$ cat src/rtl/expression_token_scanner_top_assert.svh
// Assertion macros for the expression token scanner RTL.
// No dependencies; included by ets_token_fifo, the module that carries assertions.
`ifndef EXPRESSION_TOKEN_SCANNER_TOP_ASSERT_SVH
`define EXPRESSION_TOKEN_SCANNER_TOP_ASSERT_SVH

// Same-cycle implication checked at every clock edge outside reset.
`define ETS_ASSERT_IMP(lbl, clk, rstn, ante, cons, msg) \
    lbl: assert property (@(posedge clk) disable iff (!rstn) (ante) |-> (cons)) \
        else $error(msg);

// Next-cycle implication checked at every clock edge outside reset.
`define ETS_ASSERT_NXT(lbl, clk, rstn, ante, cons, msg) \
    lbl: assert property (@(posedge clk) disable iff (!rstn) (ante) |=> (cons)) \
        else $error(msg);

`endif

$ cat src/rtl/ets_pkg.sv
// Package for the expression token scanner: widths, codes, token types and helpers.
// No dependencies; imported by every module of the block.
package ets_pkg;

    localparam int ROW_BITS    = 20;
    localparam int COLUMN_BITS = 16;
    localparam int OFFSET_BITS = 32;
    localparam int CP_BITS     = 21;
    localparam int KIND_BITS   = 4;
    localparam int VALUE_BITS  = 64;
    localparam int TAB_BITS    = 3;

    localparam int FIFO_DEPTH    = 4;
    localparam int FIFO_PTR_BITS = $clog2(FIFO_DEPTH);
    localparam int FIFO_CNT_BITS = $clog2(FIFO_DEPTH + 1);

    typedef logic [ROW_BITS-1:0]    t_row;
    typedef logic [COLUMN_BITS-1:0] t_col;
    typedef logic [OFFSET_BITS-1:0] t_off;
    typedef logic [CP_BITS-1:0]     t_cp;
    typedef logic [KIND_BITS-1:0]   t_kind;
    typedef logic [VALUE_BITS-1:0]  t_value;
    typedef logic [TAB_BITS-1:0]    t_tab;

    localparam logic [2:0] PK_NONE    = 3'd0;
    localparam logic [2:0] PK_NEWLINE = 3'd1;
    localparam logic [2:0] PK_BLANKS  = 3'd2;
    localparam logic [2:0] PK_NUMBER  = 3'd3;
    localparam logic [2:0] PK_IDENT   = 3'd4;

    localparam t_kind TK_NEWLINE = 4'd0;
    localparam t_kind TK_BLANKS  = 4'd1;
    localparam t_kind TK_COLON   = 4'd2;
    localparam t_kind TK_COMMA   = 4'd3;
    localparam t_kind TK_LPAREN  = 4'd4;
    localparam t_kind TK_RPAREN  = 4'd5;
    localparam t_kind TK_EQUALS  = 4'd6;
    localparam t_kind TK_PLUS    = 4'd7;
    localparam t_kind TK_MINUS   = 4'd8;
    localparam t_kind TK_STAR    = 4'd9;
    localparam t_kind TK_SLASH   = 4'd10;
    localparam t_kind TK_NUMBER  = 4'd11;
    localparam t_kind TK_IDENT   = 4'd12;
    localparam t_kind TK_INVALID = 4'd13;

    localparam t_cp CH_END    = 21'd0;
    localparam t_cp CH_TAB    = 21'd9;
    localparam t_cp CH_LF     = 21'd10;
    localparam t_cp CH_CR     = 21'd13;
    localparam t_cp CH_SPACE  = 21'd32;
    localparam t_cp CH_LPAREN = 21'd40;
    localparam t_cp CH_RPAREN = 21'd41;
    localparam t_cp CH_STAR   = 21'd42;
    localparam t_cp CH_PLUS   = 21'd43;
    localparam t_cp CH_COMMA  = 21'd44;
    localparam t_cp CH_MINUS  = 21'd45;
    localparam t_cp CH_SLASH  = 21'd47;
    localparam t_cp CH_ZERO   = 21'd48;
    localparam t_cp CH_NINE   = 21'd57;
    localparam t_cp CH_COLON  = 21'd58;
    localparam t_cp CH_EQUALS = 21'd61;
    localparam t_cp CH_UP_A   = 21'd65;
    localparam t_cp CH_UP_Z   = 21'd90;
    localparam t_cp CH_UNDER  = 21'd95;
    localparam t_cp CH_LO_A   = 21'd97;
    localparam t_cp CH_LO_Z   = 21'd122;

    localparam t_tab TAB_RESET = 3'd2;
    localparam logic [2:0] ADDR_TAB_STOP = 3'd0;

    typedef struct packed {
        t_kind  kind;
        t_row   begin_row;
        t_col   begin_column;
        t_row   end_row;
        t_col   end_column;
        t_off   begin_offset;
        t_value number_value;
        logic   last;
    } t_token;

    typedef struct packed {
        logic [1:0] count;
        t_token     tok_a;
        t_token     tok_b;
    } t_push;

    function automatic t_row sat_inc_row(input t_row v);
        return (v == '1) ? v : v + t_row'(1);
    endfunction

    function automatic t_col sat_inc_col(input t_col v);
        return (v == '1) ? v : v + t_col'(1);
    endfunction

    function automatic t_col advance_blank(input t_col v, input logic is_tab, input t_tab tsl);
        t_col w;
        w = is_tab ? (v | ((t_col'(1) << tsl) - t_col'(1))) : v;
        return sat_inc_col(w);
    endfunction

endpackage

$ cat src/rtl/expression_token_scanner_top.sv
// Expression token scanner: one code point per transaction in, one token per transaction out.
// A tab-stop register sits behind an APB-style port; uses the input stage, ets_lexer, ets_token_fifo.
// The input channel takes one code point and its byte offset per transaction into an input
// register. When the token queue has room for two tokens the character is scanned
// combinationally and the zero, one or two tokens it completes are written to a four-entry queue.
// The first token of a character is offered one clock edge after the transaction, and a
// new code point may be taken in every cycle, so one character per cycle is sustained while
// the receiver keeps up; output is at most one token per cycle, set by the queue read port.
// A stalled receiver fills the queue, after which the input register holds its character
// and ready drops until two entries are free again. The last flag marks the final token a
// character produced. A code point of zero flushes the pending token and homes the cursor.
// Reset clears the queue, empties the input register, drops any pending token, puts the
// cursor at row 0, column 0 and sets the tab stop exponent to 2. The configuration register
// lies at byte address 0; the user must write it only while the block is idle; this is not checked.
module expression_token_scanner_top
    import ets_pkg::*;
(
    input  logic        i_clk,
    input  logic        i_rst_n,
    input  logic        i_valid,
    output logic        o_ready,
    input  t_cp         i_code_point,
    input  t_off        i_byte_offset,
    output logic        o_valid,
    input  logic        i_ready,
    output t_kind       o_token_kind,
    output t_row        o_begin_row,
    output t_col        o_begin_column,
    output t_row        o_end_row,
    output t_col        o_end_column,
    output t_off        o_begin_offset,
    output t_value      o_number_value,
    output logic        o_last,
    input  logic        psel,
    input  logic        penable,
    input  logic        pwrite,
    input  logic [2:0]  paddr,
    input  logic [31:0] pwdata,
    output logic [31:0] prdata,
    output logic        pready
);

    logic   r_in_valid;
    t_cp    r_cp;
    t_off   r_off;
    t_tab   r_tab;
    logic   room2, proc;
    t_push  push;
    t_token head;

    assign pready  = 1'b1;
    assign prdata  = (paddr == ADDR_TAB_STOP) ? {29'd0, r_tab} : 32'd0;
    assign proc    = r_in_valid && room2;
    assign o_ready = !r_in_valid || room2;

    always_ff @(posedge i_clk) begin
        if (!i_rst_n) begin
            r_tab <= TAB_RESET;
        end else if (psel && penable && pwrite && (paddr == ADDR_TAB_STOP)) begin
            r_tab <= pwdata[TAB_BITS-1:0];
        end
    end

    always_ff @(posedge i_clk) begin
        if (!i_rst_n) begin
            r_in_valid <= 1'b0;
        end else if (o_ready) begin
            r_in_valid <= i_valid;
        end
    end

    always_ff @(posedge i_clk) begin
        if (o_ready && i_valid) begin
            r_cp  <= i_code_point;
            r_off <= i_byte_offset;
        end
    end

    ets_lexer u_lexer (
        .i_clk           (i_clk),
        .i_rst_n         (i_rst_n),
        .i_fire          (proc),
        .i_code_point    (r_cp),
        .i_byte_offset   (r_off),
        .i_tab_stop_log2 (r_tab),
        .o_push          (push)
    );

    ets_token_fifo u_fifo (
        .i_clk   (i_clk),
        .i_rst_n (i_rst_n),
        .i_push  (push),
        .i_pop   (i_ready),
        .o_room2 (room2),
        .o_valid (o_valid),
        .o_head  (head)
    );

    assign o_token_kind   = head.kind;
    assign o_begin_row    = head.begin_row;
    assign o_begin_column = head.begin_column;
    assign o_end_row      = head.end_row;
    assign o_end_column   = head.end_column;
    assign o_begin_offset = head.begin_offset;
    assign o_number_value = head.number_value;
    assign o_last         = head.last;

endmodule

$ cat src/rtl/ets_lexer.sv
// Scanner state and per-character token logic for the expression token scanner.
// Depends on ets_pkg; produces up to two tokens per processed character.
module ets_lexer
    import ets_pkg::*;
(
    input  logic   i_clk,
    input  logic   i_rst_n,
    input  logic   i_fire,
    input  t_cp    i_code_point,
    input  t_off   i_byte_offset,
    input  t_tab   i_tab_stop_log2,
    output t_push  o_push
);

    logic [2:0] r_pend, n_pend;
    logic       r_pnc, n_pnc;
    t_row       r_cur_row, n_cur_row, r_start_row, n_start_row;
    t_col       r_cur_col, n_cur_col, r_start_col, n_start_col;
    t_off       r_start_off, n_start_off;
    t_value     r_acc, n_acc;

    logic   is_digit, is_alpha, is_blank, is_nl, is_tab, is_cr, is_op;
    t_kind  op_kind;
    logic   do_flush, do_new;
    t_token flush_tok, new_tok;

    always_comb begin
        is_digit = i_code_point inside {[CH_ZERO:CH_NINE]};
        is_alpha = (i_code_point inside {[CH_LO_A:CH_LO_Z], [CH_UP_A:CH_UP_Z]})
                   || (i_code_point == CH_UNDER);
        is_tab   = (i_code_point == CH_TAB);
        is_blank = is_tab || (i_code_point == CH_SPACE);
        is_cr    = (i_code_point == CH_CR);
        is_nl    = is_cr || (i_code_point == CH_LF);
        is_op    = 1'b1;
        case (i_code_point)
            CH_COLON:  op_kind = TK_COLON;
            CH_COMMA:  op_kind = TK_COMMA;
            CH_LPAREN: op_kind = TK_LPAREN;
            CH_RPAREN: op_kind = TK_RPAREN;
            CH_EQUALS: op_kind = TK_EQUALS;
            CH_PLUS:   op_kind = TK_PLUS;
            CH_MINUS:  op_kind = TK_MINUS;
            CH_STAR:   op_kind = TK_STAR;
            CH_SLASH:  op_kind = TK_SLASH;
            default: begin
                op_kind = TK_INVALID;
                is_op   = 1'b0;
            end
        endcase
    end

    always_comb begin
        case (r_pend)
            PK_NEWLINE: flush_tok.kind = TK_NEWLINE;
            PK_BLANKS:  flush_tok.kind = TK_BLANKS;
            PK_NUMBER:  flush_tok.kind = TK_NUMBER;
            default:    flush_tok.kind = TK_IDENT;
        endcase
        flush_tok.begin_row    = r_start_row;
        flush_tok.begin_column = r_start_col;
        flush_tok.end_row      = r_cur_row;
        flush_tok.end_column   = r_cur_col;
        flush_tok.begin_offset = r_start_off;
        flush_tok.number_value = (r_pend == PK_NUMBER) ? r_acc : '0;
        flush_tok.last         = 1'b1;

        new_tok.kind         = op_kind;
        new_tok.begin_row    = r_cur_row;
        new_tok.begin_column = r_cur_col;
        new_tok.end_row      = r_cur_row;
        new_tok.end_column   = sat_inc_col(r_cur_col);
        new_tok.begin_offset = i_byte_offset;
        new_tok.number_value = '0;
        new_tok.last         = 1'b1;
    end

    always_comb begin
        n_pend      = r_pend;
        n_pnc       = r_pnc;
        n_cur_row   = r_cur_row;
        n_cur_col   = r_cur_col;
        n_start_row = r_start_row;
        n_start_col = r_start_col;
        n_start_off = r_start_off;
        n_acc       = r_acc;
        do_flush    = 1'b0;
        do_new      = 1'b0;
        if (i_fire) begin
            if ((r_pend == PK_NEWLINE) && is_nl && (is_cr != r_pnc)) begin
                do_flush = 1'b1;
                n_pend   = PK_NONE;
            end else if ((r_pend == PK_BLANKS) && is_blank) begin
                n_cur_col = advance_blank(r_cur_col, is_tab, i_tab_stop_log2);
            end else if ((r_pend == PK_NUMBER) && is_digit) begin
                n_acc     = (r_acc << 3) + (r_acc << 1) + t_value'(i_code_point[3:0]);
                n_cur_col = sat_inc_col(r_cur_col);
            end else if ((r_pend == PK_IDENT) && (is_alpha || is_digit)) begin
                n_cur_col = sat_inc_col(r_cur_col);
            end else begin
                do_flush = (r_pend != PK_NONE);
                n_pend   = PK_NONE;
                if (i_code_point == CH_END) begin
                    n_cur_row = '0;
                    n_cur_col = '0;
                    n_pnc     = 1'b0;
                    n_acc     = '0;
                end else begin
                    n_start_row = r_cur_row;
                    n_start_col = r_cur_col;
                    n_start_off = i_byte_offset;
                    if (is_nl) begin
                        n_cur_row = sat_inc_row(r_cur_row);
                        n_cur_col = '0;
                        n_pnc     = is_cr;
                        n_pend    = PK_NEWLINE;
                    end else if (is_blank) begin
                        n_cur_col = advance_blank(r_cur_col, is_tab, i_tab_stop_log2);
                        n_pend    = PK_BLANKS;
                    end else if (is_op) begin
                        n_cur_col = sat_inc_col(r_cur_col);
                        do_new    = 1'b1;
                    end else if (is_digit) begin
                        n_acc     = t_value'(i_code_point[3:0]);
                        n_cur_col = sat_inc_col(r_cur_col);
                        n_pend    = PK_NUMBER;
                    end else if (is_alpha) begin
                        n_cur_col = sat_inc_col(r_cur_col);
                        n_pend    = PK_IDENT;
                    end else begin
                        n_cur_col = sat_inc_col(r_cur_col);
                        do_new    = 1'b1;
                    end
                end
            end
        end

        o_push.tok_a = do_flush ? flush_tok : new_tok;
        o_push.tok_b = new_tok;
        if (do_flush && do_new) begin
            o_push.count      = 2'd2;
            o_push.tok_a.last = 1'b0;
        end else if (do_flush || do_new) begin
            o_push.count = 2'd1;
        end else begin
            o_push.count = 2'd0;
        end
    end

    always_ff @(posedge i_clk) begin
        if (!i_rst_n) begin
            r_pend      <= PK_NONE;
            r_pnc       <= 1'b0;
            r_cur_row   <= '0;
            r_cur_col   <= '0;
            r_start_row <= '0;
            r_start_col <= '0;
            r_start_off <= '0;
            r_acc       <= '0;
        end else begin
            r_pend      <= n_pend;
            r_pnc       <= n_pnc;
            r_cur_row   <= n_cur_row;
            r_cur_col   <= n_cur_col;
            r_start_row <= n_start_row;
            r_start_col <= n_start_col;
            r_start_off <= n_start_off;
            r_acc       <= n_acc;
        end
    end

endmodule

$ cat src/rtl/ets_token_fifo.sv
// Small token queue that takes up to two tokens per cycle and hands out one.
// Depends on ets_pkg and the assertion macro header.
`include "expression_token_scanner_top_assert.svh"

module ets_token_fifo
    import ets_pkg::*;
(
    input  logic   i_clk,
    input  logic   i_rst_n,
    input  t_push  i_push,
    input  logic   i_pop,
    output logic   o_room2,
    output logic   o_valid,
    output t_token o_head
);

    t_token                   r_mem [FIFO_DEPTH];
    logic [FIFO_PTR_BITS-1:0] r_wr_ptr, n_wr_ptr, r_rd_ptr, n_rd_ptr;
    logic [FIFO_CNT_BITS-1:0] r_count, n_count;
    logic                     pop_ok;

    assign o_valid = (r_count != '0);
    assign o_room2 = (r_count <= FIFO_CNT_BITS'(FIFO_DEPTH - 2));
    assign o_head  = r_mem[r_rd_ptr];
    assign pop_ok  = i_pop && o_valid;

    always_comb begin
        n_wr_ptr = r_wr_ptr + FIFO_PTR_BITS'(i_push.count);
        n_rd_ptr = r_rd_ptr + FIFO_PTR_BITS'(pop_ok);
        n_count  = r_count + FIFO_CNT_BITS'(i_push.count) - FIFO_CNT_BITS'(pop_ok);
    end

    always_ff @(posedge i_clk) begin
        if (i_push.count != 2'd0) begin
            r_mem[r_wr_ptr] <= i_push.tok_a;
        end
        if (i_push.count == 2'd2) begin
            r_mem[r_wr_ptr + FIFO_PTR_BITS'(1)] <= i_push.tok_b;
        end
    end

    always_ff @(posedge i_clk) begin
        if (!i_rst_n) begin
            r_wr_ptr <= '0;
            r_rd_ptr <= '0;
            r_count  <= '0;
        end else begin
            r_wr_ptr <= n_wr_ptr;
            r_rd_ptr <= n_rd_ptr;
            r_count  <= n_count;
        end
    end

    `ETS_ASSERT_IMP(a_no_overflow, i_clk, i_rst_n, i_push.count != 2'd0, (r_count + FIFO_CNT_BITS'(i_push.count)) <= FIFO_CNT_BITS'(FIFO_DEPTH), "token queue overflow")
    `ETS_ASSERT_IMP(a_pair_kept, i_clk, i_rst_n, o_valid && !o_head.last, r_count >= FIFO_CNT_BITS'(2), "token without its companion in queue")
    `ETS_ASSERT_NXT(a_pop_count, i_clk, i_rst_n, pop_ok && (i_push.count == 2'd0), r_count == $past(r_count) - FIFO_CNT_BITS'(1), "queue count did not drop on pop")

endmodule
$ cat config.mk
export PLATFORM = sky130hd
export DESIGN_NAME = expression_token_scanner_top
export DESIGN_NICKNAME = d
export VERILOG_FILES = /design/src/rtl/ets_pkg.sv /design/src/rtl/expression_token_scanner_top.sv /design/src/rtl/ets_lexer.sv /design/src/rtl/ets_token_fifo.sv
export VERILOG_INCLUDE_DIRS = /design/src /design/src/rtl
export SDC_FILE = /design/constraint.sdc
export NUM_CORES = 2
export LEC_CHECK = 0
export BUFFER_PORTS_ARGS = -buffer_cell sky130_fd_sc_hd__buf_2
export CAP_MARGIN = 20
export CORE_ASPECT_RATIO = 1.2
export CORE_UTILIZATION = 45
export CTS_CLUSTER_SIZE = 20
export DETAILED_ROUTE_END_ITERATION = 10
export PLACE_DENSITY = 0.72
export SETUP_SLACK_MARGIN = 0.1
export SLEW_MARGIN = 25
export SYNTH_ARGS = -nofsm -noshare
export SYNTH_HDL_FRONTEND = slang
export SYNTH_HIERARCHICAL = 1
export SYNTH_SLANG_ARGS = --single-unit
$ cat constraint.sdc
create_clock -name i_clk -period 19.2 [get_ports i_clk]
set_clock_uncertainty 0.1 [all_clocks]
set_input_delay 0.96 -clock i_clk [delete_from_list [all_inputs] [get_ports i_clk]]
set_output_delay 0.96 -clock i_clk [all_outputs]
set_load 0.02 [all_outputs]
==> summary.txt <==
Global routing
  • Largest net degree at the start of global routing: about 150
  • Total track usage: 21.18%
  • Initial antenna violation count: 10
  • Overflow after GRT: 0
  • Vias in the first global route: between 30000 and 40000
  • Global-route wire length before repair: 183600 um

Critical path
  • Endpoint type of the worst setup path: flip-flop
  • CP Max Fanout: just under 70
  • Worst setup path class: flip-flop to flip-flop
  • Worst r2r src: r_cp[16]
  • R2R Path End: u_fifo/r_mem[3][105]
  • Worst Path Required: 19.54 ns
  • R2R depth: 15
  • CP startpoint kind: flip-flop
  • Reg2Reg Setup Slack: 10.51 ns
  • Crit path DAT: ~9 ns

Power and ir drop
  • Total power draw: 5491 uW
  • Leakage: 0.02022 uW
  • Power per cell area: around 100 nW/um^2
  • VDD IR-drop max: 66.80 uV

Clocking
  • Post-CTS setup buffer count: 0
  • Clock buffer depth: 3
  • Hold Buf Count CTS: 0
  • PostCTS Resize Cnt: 0
  • Total CTS buffers: 93
  • CTS Root Cell: clkbuf_16
  • Clock sink count: 928
  • Worst-Skew Late Latency: about 0.7 ns
  • CTS tree: yes
  • H-tree depth: 3
  • CTS clk-pin slew, worst paths: 0.06 ns

Synth
  • Top_reg_cell synth: edfxtp_1
  • Asr flop ratio synth: 0%
  • Mapped Cells: 3860
  • Avg Cell Area, Syn: 13.00 um^2
  • Yosys reg bits: 928
  • Post-synth EDFFs: 745
  • Yosys top cell area share: 44.59%
  • Count leader, synth: edfxtp_1
  • Synth Warn #: 6
  • Register area share after synthesis: between 50 and 60%
  • Commonest cells in the netlist: 745 x edfxtp_1, 693 x mux2_2, 475 x nand2_1, 257 x buf_4, 183 x dfxtp_1
  • Synth area leader: edfxtp_1
  • Synth cell types: 88
  • Synthesized area: 50170 um^2
  • Synth top area cells: edfxtp_1 45%, mux2_2 16%, mux4_2 7.8%

Timing
  • Period utilization: 45.25%
  • Slew @ Worst Pin: 1.087 ns
  • Hold_ws: ~0.32 ns
  • RSZ-0062 raised after global routing: no
  • Rel. slew slack: 27.36%
  • Final setup vio count: 0
  • Fmax: 115.1 MHz
  • Worst Slack Setup Final: roughly 11 ns
  • Setup_tns: 0 ns
  • Min Tclk post-route: between 8 and 9 ns
  • Final Max Slew Viols: 0
  • Final Hold Viols: 0

Run status
  • Outcome: complete, no violations

Floorplanning
  • Core Box Area: 110000 um^2
  • Die ar.: between 100000 and 150000 um^2
  • Die height: 367.8 um
  • IO Pins: between 300 and 400
  • Die X: 306.8 um
  • Site row count: between 100 and 150
  • Starting density of the core: 45.61%

Cells and area
  • Final #Nets: 4127
  • Synth-to-Final Area Change: 9.227%
  • Fill cell count: 9380
  • Layout cells sized above 1: 34.07%

Routing
  • WL met1: 50120 um
  • Antenna-violating nets left: 0
  • Avg Vias per Cell: 5.629
  • Routed met3 length: 6192 um
  • Drt first-iter violations: slightly above 2000
  • Vias: 30757
  • DRC Markers: 0
  • Drt first pass iters: 5
  • Top Layer Used: met5
  • Met2 routed WL: ~60000 um
  • Detailed Route WL: 121200 um
  • Drt wl/cell: 22.18 um

Hold path
  • Min-Delay Path Depth: 1
  • Hold wc startpoint: i_byte_offset[7]
  • Hold worst-path end: r_off[7]
  • Hold crit path type: primary input to flip-flop

Placement
  • PortBufs: 243
  • Hpwl dp: roughly 70000 um
  • Place WS: 10.50 ns
  • GP Congestion: 0.8707

Job
  • Total of max-cap violations: 0
-- cell usage in the layout, fill, tap and decap left out, types with 48 or more instances in the layout --
master       n
nand2_1    474
conb_1      95
xor2_1      48
xnor2_1     57
buf_2      243
o21ai_0    100
a21oi_1    167
and3_1      84
edfxtp_1   745
nor2_1     128
clkbuf_16   97
ha_1       132
mux4_2     173
dfxtp_1    181
mux2_2     693
-- cell type report --
class | instances | area (um^2) | area share (%)
multi-input combinational | 2553 | 21790 | 39.75
clock buffer | 113 | 2547 | 4.648
tap | 1485 | 1858 | 3.390
inverter | 35 | 135.1 | 0.2466
sequential | 928 | 26040 | 47.52
timing repair buffer | 286 | 1638 | 2.989
clock inverter | 62 | 792.0 | 1.445
antenna | 2 | 5.005 | 0.009132
-- cells by family (layout without fill, tap and decap cells) --
group / count (synthesis) / after routing / synth area share (%)
AOI/OAI and AO/OA: 465 / 465 / 5.746
xor gates and xnor gates: 107 / 107 / 1.923
adders and majority gates: 135 / 135 / 3.411
buffers and inverters: 470 / 496 / 5.593
DFF: 928 / 928 / 51.89
muxes: 874 / 874 / 23.48
other: 4 / 97 / 0.02992
and+or+nand+nor: 877 / 877 / 7.930
-- worst max-delay path, stage by stage, from the launching register on --
cell and delay (ns):
edfxtp_1 0.36, nor4_1 0.80, and4b_1 0.39, nand3_1 0.31, o31a_1 0.40, nor3_1 0.54
a31oi_1 0.17, and3_2 0.26, buf_4 0.34, nand2b_4 0.64, clkinv_2 0.65, ha_1 0.62
and4bb_4 0.80, buf_4 0.65, buf_4 0.89, mux2_2 0.42
-- metrics by stage --
stage          utilization (%)  cell area (um^2)  cells
2_1_floorplan                -             50520   3951
4_1_cts                  49.78             54760   5461
6_report                 49.82             54800   5464
5_1_grt                  49.82             54800   5464
3_3_place_gp             46.75             51420   5286
3_5_place_dp             46.75             51420   5286
-- per-layer routing --
layer / vias up / track usage, %
met5: - / 0
met4: 4 / 7.606
met3: 169 / 2.452
met2: 846 / 37.13
met1: 15435 / 26.86
li1: 14303 / -
-- how the worst max path moves through the flow --
| stage | to | slack (ns) | depth (start not counted) | from |
|---|---|---|---|---|
| 2_1_floorplan | u_fifo/r_mem[0][0] | 3.12 | 14 | r_cp[16] |
| 5_1_grt | u_fifo/r_mem[1][59] | 10.11 | 15 | r_cp[19] |
| 3_3_place_gp | u_fifo/r_mem[1][92] | 10.56 | 14 | r_cp[6] |
| 3_5_place_dp | u_fifo/r_mem[1][60] | 10.50 | 14 | r_cp[6] |
| 6_report | u_fifo/r_mem[3][105] | 10.51 | 15 | r_cp[16] |
| 4_1_cts | u_fifo/r_mem[1][59] | 10.48 | 14 | r_cp[6] |
-- sequential cells by signal (all words and copies together), names as in the netlist, 20 cells and up --
register,flops
r_off,32
u_lexer/r_start_row,20
u_fifo/r_mem,692
u_lexer/r_acc,64
u_lexer/r_cur_row,20
u_lexer/r_start_off,32
r_cp,21
-- report_power, final --
part / switching, uW / internal [uW]
clock network: 812 / 1160
logic: 682 / 434
registers: 76.0 / 2330
total: 1570 / 3920
No activity file was read; power rests on OpenSTA's default activity.
